$ cat config.mk
export PLATFORM = sky130hd
export DESIGN_NAME = tvru_back
export DESIGN_NICKNAME = d
export VERILOG_FILES = /design/src/sv/truth_value_rule_unit_macros.svh /design/src/sv/tvru_pkg.sv /design/src/sv/tvru_back.sv
export SDC_FILE = /design/constraint.sdc
export NUM_CORES = 1
export LEC_CHECK = 0
export BUFFER_PORTS_ARGS = -buffer_cell sky130_fd_sc_hd__buf_2
export CORE_AREA = 2 2 135 137
export CTS_CLUSTER_SIZE = 24
export DETAILED_ROUTE_END_ITERATION = 7
export DIE_AREA = 0 0 137 139
export PLACE_DENSITY = 0.82
export SKIP_LAST_GASP = 1
export SYNTH_ARGS = -nofsm -noshare
export SYNTH_HDL_FRONTEND = slang
export SYNTH_SLANG_ARGS = --single-unit
$ cat constraint.sdc
create_clock -name clk -period 2.15 [get_ports clk]
set_input_delay 0.215 -clock clk [delete_from_list [all_inputs] [get_ports clk]]
set_output_delay 0.215 -clock clk [all_outputs]
set_load 0.01 [all_outputs]
$ cat src/sv/truth_value_rule_unit_macros.svh
// Assertion macros shared by the truth value rule unit.
`ifndef TRUTH_VALUE_RULE_UNIT_MACROS_SVH
`define TRUTH_VALUE_RULE_UNIT_MACROS_SVH
`ifndef SYNTHESIS
// Same-cycle implication, checked on every clock outside reset.
`define TVRU_ASSERT_SAME(lbl, ante, cons, msg) \
    lbl: assert property (@(posedge clk) disable iff (!rst_n) (ante) |-> (cons)) \
        else $error(msg);
// Next-cycle implication, checked on every clock outside reset.
`define TVRU_ASSERT_NEXT(lbl, ante, cons, msg) \
    lbl: assert property (@(posedge clk) disable iff (!rst_n) (ante) |=> (cons)) \
        else $error(msg);
`else
`define TVRU_ASSERT_SAME(lbl, ante, cons, msg)
`define TVRU_ASSERT_NEXT(lbl, ante, cons, msg)
`endif
`endif

$ cat src/sv/tvru_pkg.sv
`default_nettype none
package tvru_pkg;

    // Rule codes.
    localparam logic [3:0] FN_AND  = 4'd0;
    localparam logic [3:0] FN_OR   = 4'd1;
    localparam logic [3:0] FN_NOT  = 4'd2;
    localparam logic [3:0] FN_IMPL = 4'd3;
    localparam logic [3:0] FN_MP   = 4'd4;
    localparam logic [3:0] FN_DED  = 4'd5;
    localparam logic [3:0] FN_IND  = 4'd6;
    localparam logic [3:0] FN_ABD  = 4'd7;
    localparam logic [3:0] FN_SIM  = 4'd8;

    // Q1.15 one and the rule constants.
    localparam logic [16:0] Q_ONE  = 17'd32768;
    localparam logic [14:0] K_0P9  = 15'd29491;
    localparam logic [14:0] K_0P85 = 15'd27853;
    localparam logic [14:0] K_0P8  = 15'd26214;
    localparam logic [14:0] K_0P7  = 15'd22938;
    localparam logic [14:0] K_0P6  = 15'd19661;
    localparam logic [14:0] K_0P5  = 15'd16384;

    // Number of quotient bits; also the number of iteration stages.
    localparam int DIV_STEPS = 17;

    typedef struct packed {
        logic [3:0]  func;
        logic [15:0] strength_a;
        logic [15:0] confidence_a;
        logic [31:0] count_a;
        logic [15:0] strength_b;
        logic [15:0] confidence_b;
        logic [31:0] count_b;
    } in_item_t;

    typedef struct packed {
        logic [15:0] out_strength;
        logic [15:0] out_confidence;
        logic [31:0] out_count;
    } out_item_t;

    // After the product stage.
    typedef struct packed {
        logic [3:0]  func;
        logic [31:0] prod_s;
        logic [31:0] prod_c;
        logic [15:0] sa;
        logic [15:0] sb;
        logic [15:0] ca;
        logic [15:0] cb;
        logic [31:0] n_sel;
    } front_t;

    // Carried through the divide and square root stages.
    typedef struct packed {
        logic [3:0]  func;
        logic [15:0] s_pre;
        logic [15:0] c_pre;
        logic [31:0] n;
        logic        div_zero;
        logic        div_ovf;
        logic [31:0] p;
        logic [31:0] d;
        logic [16:0] nlo;
        logic [16:0] q;
        logic [33:0] sv;
        logic [17:0] srem;
        logic [16:0] root;
    } iter_t;

    // Clamp a 17-bit value to Q1.15 one.
    function automatic logic [15:0] sat_q15(input logic [16:0] x);
        return (x > Q_ONE) ? Q_ONE[15:0] : x[15:0];
    endfunction

endpackage
`default_nettype wire

$ cat src/sv/tvru_back.sv
`default_nettype none
module tvru_back (
    input  wire logic            clk,
    input  wire logic            rst_n,
    input  wire logic            up_valid,
    output logic                 up_ready,
    input  wire tvru_pkg::iter_t up_data,
    output logic                 dn_valid,
    input  wire logic            dn_ready,
    output tvru_pkg::out_item_t  dn_data
);
    import tvru_pkg::*;

    logic      valid_reg;
    out_item_t data_reg;
    out_item_t data_next;
    logic [15:0] q_sat;
    logic [14:0] kc;
    logic [31:0] g_scaled;

    // Final selection, geometric mean scaling and saturation.
    always_comb
    begin
        q_sat = up_data.div_ovf ? Q_ONE[15:0] : sat_q15(up_data.q);
        kc = (up_data.func == FN_IND) ? K_0P7 : K_0P5;
        g_scaled = up_data.root * kc;

        if (up_data.func == FN_IMPL)
            data_next.out_strength = up_data.div_zero ? 16'd0 : q_sat;
        else
            data_next.out_strength = up_data.s_pre;

        case (up_data.func)
            FN_AND,
            FN_OR:   data_next.out_confidence = up_data.div_zero ? 16'd0 : q_sat;
            FN_MP,
            FN_SIM:  data_next.out_confidence = sat_q15(up_data.root);
            FN_IND,
            FN_ABD:  data_next.out_confidence = sat_q15(g_scaled[31:15]);
            default: data_next.out_confidence = up_data.c_pre;
        endcase

        data_next.out_count = (up_data.func > FN_SIM) ? 32'd0 : up_data.n;
    end

    // Output register.
    assign up_ready = !valid_reg || dn_ready;

    always_ff @(posedge clk or negedge rst_n)
    begin
        if (!rst_n)
            valid_reg <= 1'b0;
        else if (up_ready)
            valid_reg <= up_valid;
    end

    always_ff @(posedge clk)
    begin
        if (up_ready && up_valid)
            data_reg <= data_next;
    end

    assign dn_valid = valid_reg;
    assign dn_data  = data_reg;

endmodule
`default_nettype wire

==> results.md, run 1 <==
* Worst Skew at a little under 0.004 ns
* Synth top area share at 0.2408
* H-tree depth at 3
* CP top delay family: adder cells
* Detailed placement HPWL at approximately 23000 um
* Int Pwr at around 3.6 mW
* Clock power frac at 0.284
* Seq cells post-synth at between 60 and 70
* Clock Latency Late Sink at 0.33 ns
* Syn-to-layout area delta at 51.19%
* Slowest CP cell: fa_1
* Reg2Reg Setup Slack at around 0.53 ns
* Sequential share of the synthesized area at 0.2439
* Mean post-synth cell area at around 10 sq um
* Die ar. at around 19000 sq um
* Gr ovfl total at 0
* Cts bufs inserted at 9
* # rows at 49
* Synth warnings at 0
* Max Fclk at ~170 MHz
* Synth async-reset ratio at 0.01538
* Clock root buffer: clkbuf_16
* Iter 0 DRT Violations at ~540
* Max-slew violation count at 0
* Synth top area cells: edfxtp_1, ha_1, fa_1
* Peak VDD IR at between 0.5 and 0.6 mV
* Final Critical Period at about 5.8 ns
* Worst path arrival time at between 5 and 6 ns
* Largest stage delay, worst path at roughly 0.55 ns
* Min-delay worst type: in2reg
* DIE HEIGHT at between 100 and 150 um
* DR vias/cell at between 5 and 6
* Die X-Extent at ~140 um
* Max-cap violations at 0
* Total wire length at between 20000 and 30000 um
* Commonest cells after routing, fill and taps aside: buf_4, buf_2, inv_1
* Worst-path clk slew at ~0.050 ns
* Period utilisation layout at 2.717
* Per-cell routed wire length at ~20 um
* First-pass GRT wire length at 41790 um
* NetSw at 1.658 mW
* Least-Margin Pin Slew at 0.5980 ns
* Vias at approximately 7.7k
* Synthesized instance count at 803
* Slew HR at 0.5963
* Vias in the first global route at 8118
* Pin count of the biggest net entering global routing at 33
* # nets final at approximately 1.6k
* Final Setup Violations at 16
* Unique masters post-synth at between 60 and 70
* CTS tree: built
* Most common cell after layout, fill and taps aside: buf_4
* Worst setup margin at -3.692 ns
* Buf/Inv on CP at 10
* Syn nets at around 1.2k
* Routability cong. at a little under 1
* Post-synth top flop: edfxtp_1
* Initial antenna violation count at 0
* Critical path peak fanout at 5
* Fraction of layout cells with a size suffix above 1 at 0.4722
* Post-synth EDFFs at 64
* Initial Utilization at 0.4521
* IO buf count at 173
* Final ANT Viol Nets at 0
* Post-Syn Area at ~8000 sq um
* CTS sink cnt at 65
* WP data required at about 2.3 ns
* GRT Util Overall at 0.2884
* Worst Setup Start Kind: input pin
* Drt drc at 0
* First-pass DRT Iterations at 6
* Core area at 17660 sq um
* Final Hold Viols at 0
* Status: finished, violations left
* Comb power frac at 0.423
* P_leak at about 5.9 nW
* Synth area leader: edfxtp_1
* Power density over cell area at between 400 and 500 nW/um^2
* Hold slack at 0.1703 ns
* Failing checks: negative setup slack
* Final Power at around 5.2 mW
* Sequential power share at 0.292
* Ports at 307
* Maximum root-to-sink buffer count at 2
* CP Class: in2reg
* Crit end category: flip-flop
* Post-layout util at 0.6835
* Fillcell total at 1233
* RSZ-0062 raised after global routing: true
* Sw frac at 0.3163
==> state kept, by name (all words and copies together) (netlist names) <==
signal and flops:
dn_data 64, dn_valid 1
==> worst paths after layout <==
kind,end,cells past startpoint,start
max in group asynchronous,dn_valid,2,rst_n
worst max register to register,dn_data[27],3,dn_valid
worst min register to register,dn_valid,2,dn_valid
worst min-delay path,dn_data[17],2,up_data[186]
min in group asynchronous,dn_valid,2,rst_n
worst max-delay path,dn_data[33],30,up_data[236]
==> final cells by class <==
class	count	area, sq um	share of cell area
Timing Repair Buffer	400	2714	0.2249
Clock inverter	4	68.82	0.005702
Inverter	134	523.0	0.04333
Multi-Input combinational cell	574	6295	0.5216
Clock buffer	11	232.7	0.01928
Tap cell	229	286.5	0.02374
Sequential cell	65	1947	0.1613
Antenna cell	1	2.502	0.0002073
==> power groups by stage <==
stage	sequential, mW	combinational (mW)	clock, mW
floorplan	1.59	1.02	0
global placement	1.55	1.85	0
detailed placement	1.56	1.91	0
CTS	1.53	2.07	1.50
global route	1.54	2.39	1.55
finish	1.53	2.22	1.49
==> synth_stat cells (6+ instances only) <==
master and number:
a21oi_1 22, a221o_1 7, a222oi_1 6, a22o_1 7
a31oi_1 13, and2_1 45, and3_1 15, clkbuf_1 22
edfxtp_1 64, fa_1 74, ha_1 122, inv_1 133
nand2_1 66, nand3_1 10, nand4_1 6, nor2_1 24
nor3_1 10, nor4_1 12, o21ai_0 31, xnor2_1 19
xor2_1 9
==> timing repair <==
action | CTS | global route
endpoints found under the setup margin | 16 | 16
hold buffers | 1 | 0
buffers inserted | 21 | 5
gates cloned | 1 | 0
resized for setup | 59 | 64
pin swaps | 55 | 40
endpoints found under the hold margin | 1 | 0
==> metrics by stage <==
| step | cell area, sq um | instances | setup slack [ns] | setup TNS (ns) |
|---|---|---|---|---|
| floorplan | 8423 | 803 | -3.630 | -57.53 |
| global placement | 10970 | 1378 | -4.056 | -62.38 |
| detailed placement | 10970 | 1378 | -4.226 | -64.50 |
| CTS | 11800 | 1414 | -3.632 | -56.11 |
| global route | 12070 | 1417 | -3.900 | -60.11 |
| finish | 12070 | 1418 | -3.692 | -56.91 |
==> logic make-up after synthesis <==
kind of cell | after synthesis | synth area share
simple gates | 217 | 0.1466
flops | 65 | 0.2439
compound gates | 131 | 0.1202
fa+ha+maj | 196 | 0.3768
mux | 2 | 0.002508
xor+xnor | 28 | 0.03072
buf+inv | 164 | 0.07931
==> metal layers <==
metal,share of wire,routed length (um),track usage,up-vias
li1,-,-,-,3532
met1,0.36,10370,0.3213,3694
met2,0.51,14490,0.5226,376
met3,0.071,2012,0.04094,106
met4,0.054,1548,0.1530,0
met5,0,0,0,-
(Power assumes the default switching activity.)
==> run 2, diff against run 1 <==
--- a/config.mk
+++ b/config.mk
@@ -6,11 +6,11 @@
 export NUM_CORES = 1
 export LEC_CHECK = 0
 export BUFFER_PORTS_ARGS = -buffer_cell sky130_fd_sc_hd__buf_2
-export CORE_AREA = 2 2 135 137
+export CORE_AREA = 2 2 155 157
 export CTS_CLUSTER_SIZE = 24
 export DETAILED_ROUTE_END_ITERATION = 7
-export DIE_AREA = 0 0 137 139
-export PLACE_DENSITY = 0.82
+export DIE_AREA = 0 0 157 159
+export PLACE_DENSITY = 0.66
 export SKIP_LAST_GASP = 1
 export SYNTH_ARGS = -nofsm -noshare
 export SYNTH_HDL_FRONTEND = slang
==> run 2 against run 1 <==
Net effect:
- the run still ends with negative setup slack left
- global-route usage is 7.7 points lower
- combinational power is 5% lower
- hold slack worse by 0.045 ns
- total power is 3.9% lower
- cell area is 1.1% lower
- die area is 31% higher
- sequential share of layout area is 0.17 points higher
- critical path type unchanged
==> results.md, run 2 (synthesis results as in run 1) <==
* Status: finished, violations left
* Failing checks: negative setup slack
* R2R Path End: dn_data[14]
* CTS sink cnt at 65 (unchanged)
* Vias in the first global route at 7581 (-6.6%)
* Worst path arrival time at 5.95 ns (-0.04 ns)
* Worst Setup Start Kind: input pin
* P_leak at 5.828 nW (-1.3%)
* Worst Setup EP: dn_data[32]
* Crit end category: flip-flop
* Routability cong. at 0.9584 (-3.2%)
* Per-cell routed wire length at 17.96 um (-10%)
* Max Fclk at 172.9 MHz (+1.0%)
* Vias at 7288 (-5.4%)
* Max-slew violation count at 0 (unchanged)
* Initial antenna violation count at 0 (unchanged)
* Ports at 307 (unchanged)
* Peak VDD IR at 0.4186 mV (-25%)
* Period utilisation layout at 2.690 (-0.02682)
* Slew HR at 0.5657 (-0.03061)
* Finished Layout Cells at 1489 (+5.0%)
* Max reg flops at 64 (unchanged)
* Die X-Extent at 157 um (+15%)
* Commonest cells after routing, fill and taps aside: buf_4, buf_2, inv_1
* Largest stage delay, worst path at 0.52 ns (-0.03 ns)
* GRT Util Overall at 0.2118 (-0.07661)
* ANT cells at 0 (-1)
* Least-Margin Pin Slew at 0.6433 ns (+0.04534 ns)
* Setup TNS Final at -56.94 ns (-0.02300 ns)
* Drt drc at 0 (unchanged)
* Max-cap violations at 0 (unchanged)
* Placed cells at 1445 (+4.9%)
* DR vias/cell at 4.895 (-10%)
* Final Hold Viols at 0 (unchanged)
* Crit. path cell count at 31 (+3.3%)
* Reg-to-reg critical path startpoint: dn_valid
* Detailed placement HPWL at 22470 um (-3.0%)
* First-pass DRT Iterations at 6 (unchanged)
* Area after DPL at 10920 sq um (-0.43%)
* Pin count of the biggest net entering global routing at 55 (+67%)
* Buf/Inv on CP at 11 (+1)
* Slowest CP cell: fa_1
* H-tree depth at 3 (unchanged)
* Initial Utilization at 0.3442 (-0.1079)
* Cts bufs inserted at 9 (unchanged)
* Min-delay worst type: in2reg
* WP data required at 2.31 ns (about the same)
* Iter 0 DRT Violations at 430 (-20%)
* Worst setup margin at -3.634 ns (+0.05766 ns)
* Fin area at 11940 sq um (-1.1%)
* Final Power at 5.035 mW (-3.9%)
* Final ANT Viol Nets at 0 (unchanged)
* Critical path origin: up_data[236]
* # nets final at 1602 (-1.2%)
* RSZ-0062 raised after global routing: true
* Final Critical Period at 5.784 ns (-0.05766 ns)
* Final Setup Violations at 16 (unchanged)
* First-pass GRT wire length at 41060 um (-1.8%)
* Worst Skew at 0.003362 ns (-0.0005635 ns)
* CP Class: in2reg
* Clock root buffer: clkbuf_16
* Power density over cell area at 421.7 nW/um^2 (-2.9%)
* Syn-to-layout area delta at 49.58%
* Gr ovfl total at 0 (unchanged)
* CTS tree: built
* # rows at 56 (+14%)
* Worst reg2reg path depth at 3 (unchanged)
* Maximum root-to-sink buffer count at 2 (unchanged)
* Fraction of layout cells with a size suffix above 1 at 0.4487 (-0.02350)
* Die ar. at 24960 sq um (+31%)
* Clock Latency Late Sink at 0.31 ns (-0.02 ns)
* Hold slack at 0.1255 ns (-0.04479 ns)
* Reg2Reg Setup Slack at 0.59 ns (+0.06 ns)
* Critical path peak fanout at 5 (unchanged)
* Total wire length at 26740 um (-5.9%)
* Worst-path clk slew at 0.05 ns (about the same)
* Dpl ws at -4.161 ns (+0.06507 ns)
* Most common cell after layout, fill and taps aside: buf_4
* DIE HEIGHT at 159 um (+14%)
* Post-layout util at 0.5148 (-0.1687)
* IO buf count at 173 (unchanged)
* CP top delay family: adder cells
* Core area at 23190 sq um (+31%)
* CP most frequent cell: fa_1
[run 2: what timing repair did]
item / CTS / global route
hold buffers: 1 / 0
hold endpoints to repair: 1 / 0
pin swaps: 51 / 42
resized for setup: 75 / 22
setup buffers: 23 / 5
endpoints found under the setup margin: 16 / 16
[run 2: worst min path at each step]
stage,startpoint,endpoint,slack [ns],depth (start not counted)
after CTS,up_valid,dn_valid,0.12,2
after global placement,rst_n,dn_valid,0.001,1
final,up_valid,dn_valid,0.13,2
after global routing,up_valid,dn_valid,0.13,2
after detailed placement,rst_n,dn_valid,-0.009,1
after floorplan,rst_n,dn_valid,-0.08,0
[run 2: area by class of cell]
type | count | area [sq um]
flip-flops and latches | 65 | 1947
inverters | 134 | 518.0
clock inverters | 7 | 70.07
well taps | 319 | 399.1
multi-input cells | 574 | 6213
repair buffers | 381 | 2567
clock buffers | 9 | 225.2
fillers | 2028 | 11250
[run 2: report_power, final]
group          leakage (nW)  total, mW  switching, mW  internal [mW]
clock                 0.146       1.41          0.515          0.895
combinational          5.05       2.10           1.08           1.01
sequential            0.633       1.53         0.0252           1.50
total                  5.83       5.04           1.62           3.41
[run 2: metal layers]
| layer | global-route usage | routed length, um |
|---|---|---|
| met1 | 0.2498 | 10700 |
| met2 | 0.3822 | 13260 |
| met3 | 0.02613 | 1503 |
| met4 | 0.09216 | 1269 |
| met5 | 0 | 0 |
==> run 3, diff against run 2 <==
--- a/config.mk
+++ b/config.mk
@@ -6,11 +6,14 @@
 export NUM_CORES = 1
 export LEC_CHECK = 0
 export BUFFER_PORTS_ARGS = -buffer_cell sky130_fd_sc_hd__buf_2
-export CORE_AREA = 2 2 155 157
+export CELL_PAD_IN_SITES_DETAIL_PLACEMENT = 0
+export CELL_PAD_IN_SITES_GLOBAL_PLACEMENT = 2
+export CORE_AREA = 2 2 175 177
 export CTS_CLUSTER_SIZE = 24
 export DETAILED_ROUTE_END_ITERATION = 7
-export DIE_AREA = 0 0 157 159
-export PLACE_DENSITY = 0.66
+export DIE_AREA = 0 0 177 179
+export GPL_TIMING_DRIVEN = 0
+export PLACE_DENSITY = 0.82
 export SKIP_LAST_GASP = 1
 export SYNTH_ARGS = -nofsm -noshare
 export SYNTH_HDL_FRONTEND = slang
==> run 3 against run 2 <==
Net effect:
- the flow still finishes with violations (negative setup slack)
- sequential power barely moved
- worst setup slack got worse by 0.0092 ns
- flip-flop and latch count did not move
- maximum frequency fell by 0.16%
- combinational power fell by 9%
- non-clock buffer count fell by 143
- largest cell class unchanged
- highest routed layer is now met5
==> results.md, run 3 (synthesis results as in run 1) <==
* Detailed placement HPWL at 22320 um (-0.64%)
* Min-delay worst type: in2reg
* Worst Setup Start Kind: input pin
* Final Critical Period at 5.794 ns (+0.009170 ns)
* Pin count of the biggest net entering global routing at 65 (+18%)
* Final Setup Violations at 16 (unchanged)
* Max Fclk at 172.6 MHz (-0.16%)
* First-pass DRT Iterations at 4 (-2)
* Critical path peak fanout at 7 (+2)
* Die X-Extent at 177 um (+13%)
* Routability cong. at 0.8310 (-13%)
* Least-Margin Pin Slew at 0.8287 ns (+0.1854 ns)
* CTS tree: built
* Per-cell routed wire length at 18.54 um (+3.2%)
* Clock root buffer: clkbuf_16
* DR vias/cell at 4.671 (-4.6%)
* RSZ-0062 raised after global routing: true
* Die ar. at 31680 sq um (+27%)
* Crit end category: flip-flop
* GRT Util Overall at 0.1628 (-0.04898)
* DIE HEIGHT at 179 um (+13%)
* Worst-path clk slew at 0.06 ns (about the same)
* ANT cells at 0 (unchanged)
* Worst setup margin at -3.644 ns (-0.009170 ns)
* First-pass GRT wire length at 39080 um (-4.8%)
* Vias in the first global route at 6988 (-7.8%)
* Max-cap violations at 0 (unchanged)
* H-tree depth at 3 (unchanged)
* Setup TNS Final at -57.22 ns (-0.2855 ns)
* Hold slack at 0.1019 ns (-0.02360 ns)
* # nets final at 1459 (-8.9%)
* Fraction of layout cells with a size suffix above 1 at 0.3700 (-0.07871)
* Cts bufs inserted at 9 (unchanged)
* Maximum root-to-sink buffer count at 2 (unchanged)
* CTS sink cnt at 65 (unchanged)
* Iter 0 DRT Violations at 280 (-35%)
* Initial antenna violation count at 1 (+1)
* Failing checks: negative setup slack
* Final ANT Viol Nets at 0 (unchanged)
* Worst Skew at 0.005875 ns (+0.002513 ns)
* CP Class: in2reg
* Max reg flops at 64 (unchanged)
* Drt drc at 0 (unchanged)
* Status: finished, violations left
* Clock Latency Late Sink at 0.32 ns (about the same)
* Gr ovfl total at 0 (unchanged)
* WP data required at 2.30 ns (about the same)
* Syn-to-layout area delta at 38.46%
* Total wire length at 26380 um (-1.3%)
* Ports at 307 (unchanged)
* P_leak at 5.137 nW (-12%)
* Dpl ws at -4.637 ns (-0.4759 ns)
* Max-slew violation count at 0 (unchanged)
* Initial Utilization at 0.2658 (-0.07836)
* Worst path arrival time at 5.95 ns (about the same)
* # rows at 64 (+14%)
* Slew HR at 0.4424 (-0.1233)
* Peak VDD IR at 0.4495 mV (+7.4%)
* Commonest cells after routing, fill and taps aside: buf_2, inv_1, ha_1
* Vias at 6647 (-8.8%)
* Period utilisation layout at 2.695 (+0.004265)
* Core area at 30030 sq um (+29%)
* Power density over cell area at 449.3 nW/um^2 (+6.5%)
* Final Hold Viols at 0 (unchanged)
* Most common cell after layout, fill and taps aside: buf_2
* IO buf count at 167 (-3.5%)
==> run 3: path summary, 6_finish.rpt <==
check	startpoint	endpoint	slack, ns	cells after the start
worst max register to register	dn_valid	dn_data[44]	0.53	2
max in group asynchronous	rst_n	dn_valid	1.85	2
worst max-delay path	up_data[236]	dn_data[46]	-3.64	27
worst min register to register	dn_valid	dn_valid	0.56	2
worst min-delay path	up_valid	dn_valid	0.10	2
min in group asynchronous	rst_n	dn_valid	0.22	2
==> run 3: repair_timing <==
action                                  4_1_cts  5_1_grt
hold endpoints to repair                      1        0
hold buffers                                  1        0
endpoints found under the setup margin       16       16
resized for setup                            75       51
cloned                                        0        0
pin swaps                                    38       31
setup buffers                                29       12
==> run 3: worst max-delay path, stage by stage <==
cell      delay (ns)
buf_12          0.10
nor2b_4         0.13
nand2_4         0.07
nor2_4          0.12
buf_12          0.14
buf_6           0.09
clkbuf_8        0.13
nand2_2         0.10
xnor2_2         0.19
fa_1            0.51
inv_1           0.05
fa_1            0.47
inv_1           0.06
fa_1            0.50
fa_1            0.63
ha_4            0.23
ha_4            0.26
and3_4          0.17
buf_6           0.11
nand3_2         0.07
or3_4           0.33
o221a_4         0.27
a31oi_4         0.20
xor2_2          0.12
nor3_2          0.23
nand4_4         0.19
a31oi_1         0.26
==> run 3: area by class of cell <==
type,count,area (sq um)
timing repair buffer,209,1189
inverter,134,520.5
tap,396,495.5
multi-input combinational,574,6341
buffer,29,241.5
clock buffer,9,225.2
fill,3056,18980
sequential,65,1947
clock inverter,7,93.84
==> run 3: report_power, final <==
group	switching (mW)	internal, mW
clock network	0.524	1.01
logic	1.07	0.839
registers	0.0188	1.50
total	1.61	3.35
==> run 3: metal layers <==
layer | global-route usage | vias up | wire length, um
li1 | - | 3213 | -
met1 | 0.1907 | 3154 | 10640
met2 | 0.2920 | 233 | 12900
met3 | 0.02481 | 45 | 1770
met4 | 0.07438 | 2 | 1059
met5 | 0 | - | 12
==> run 3: through the flow <==
step,cells,power [mW],utilization,instance area (sq um)
after floorplan,803,2.613,-,8423
after global placement,1366,3.133,0.3248,9754
after CTS,1412,4.846,0.3557,10680
after detailed placement,1366,3.137,0.3248,9754
final,1423,4.966,0.3681,11050
after global routing,1423,5.232,0.3681,11050
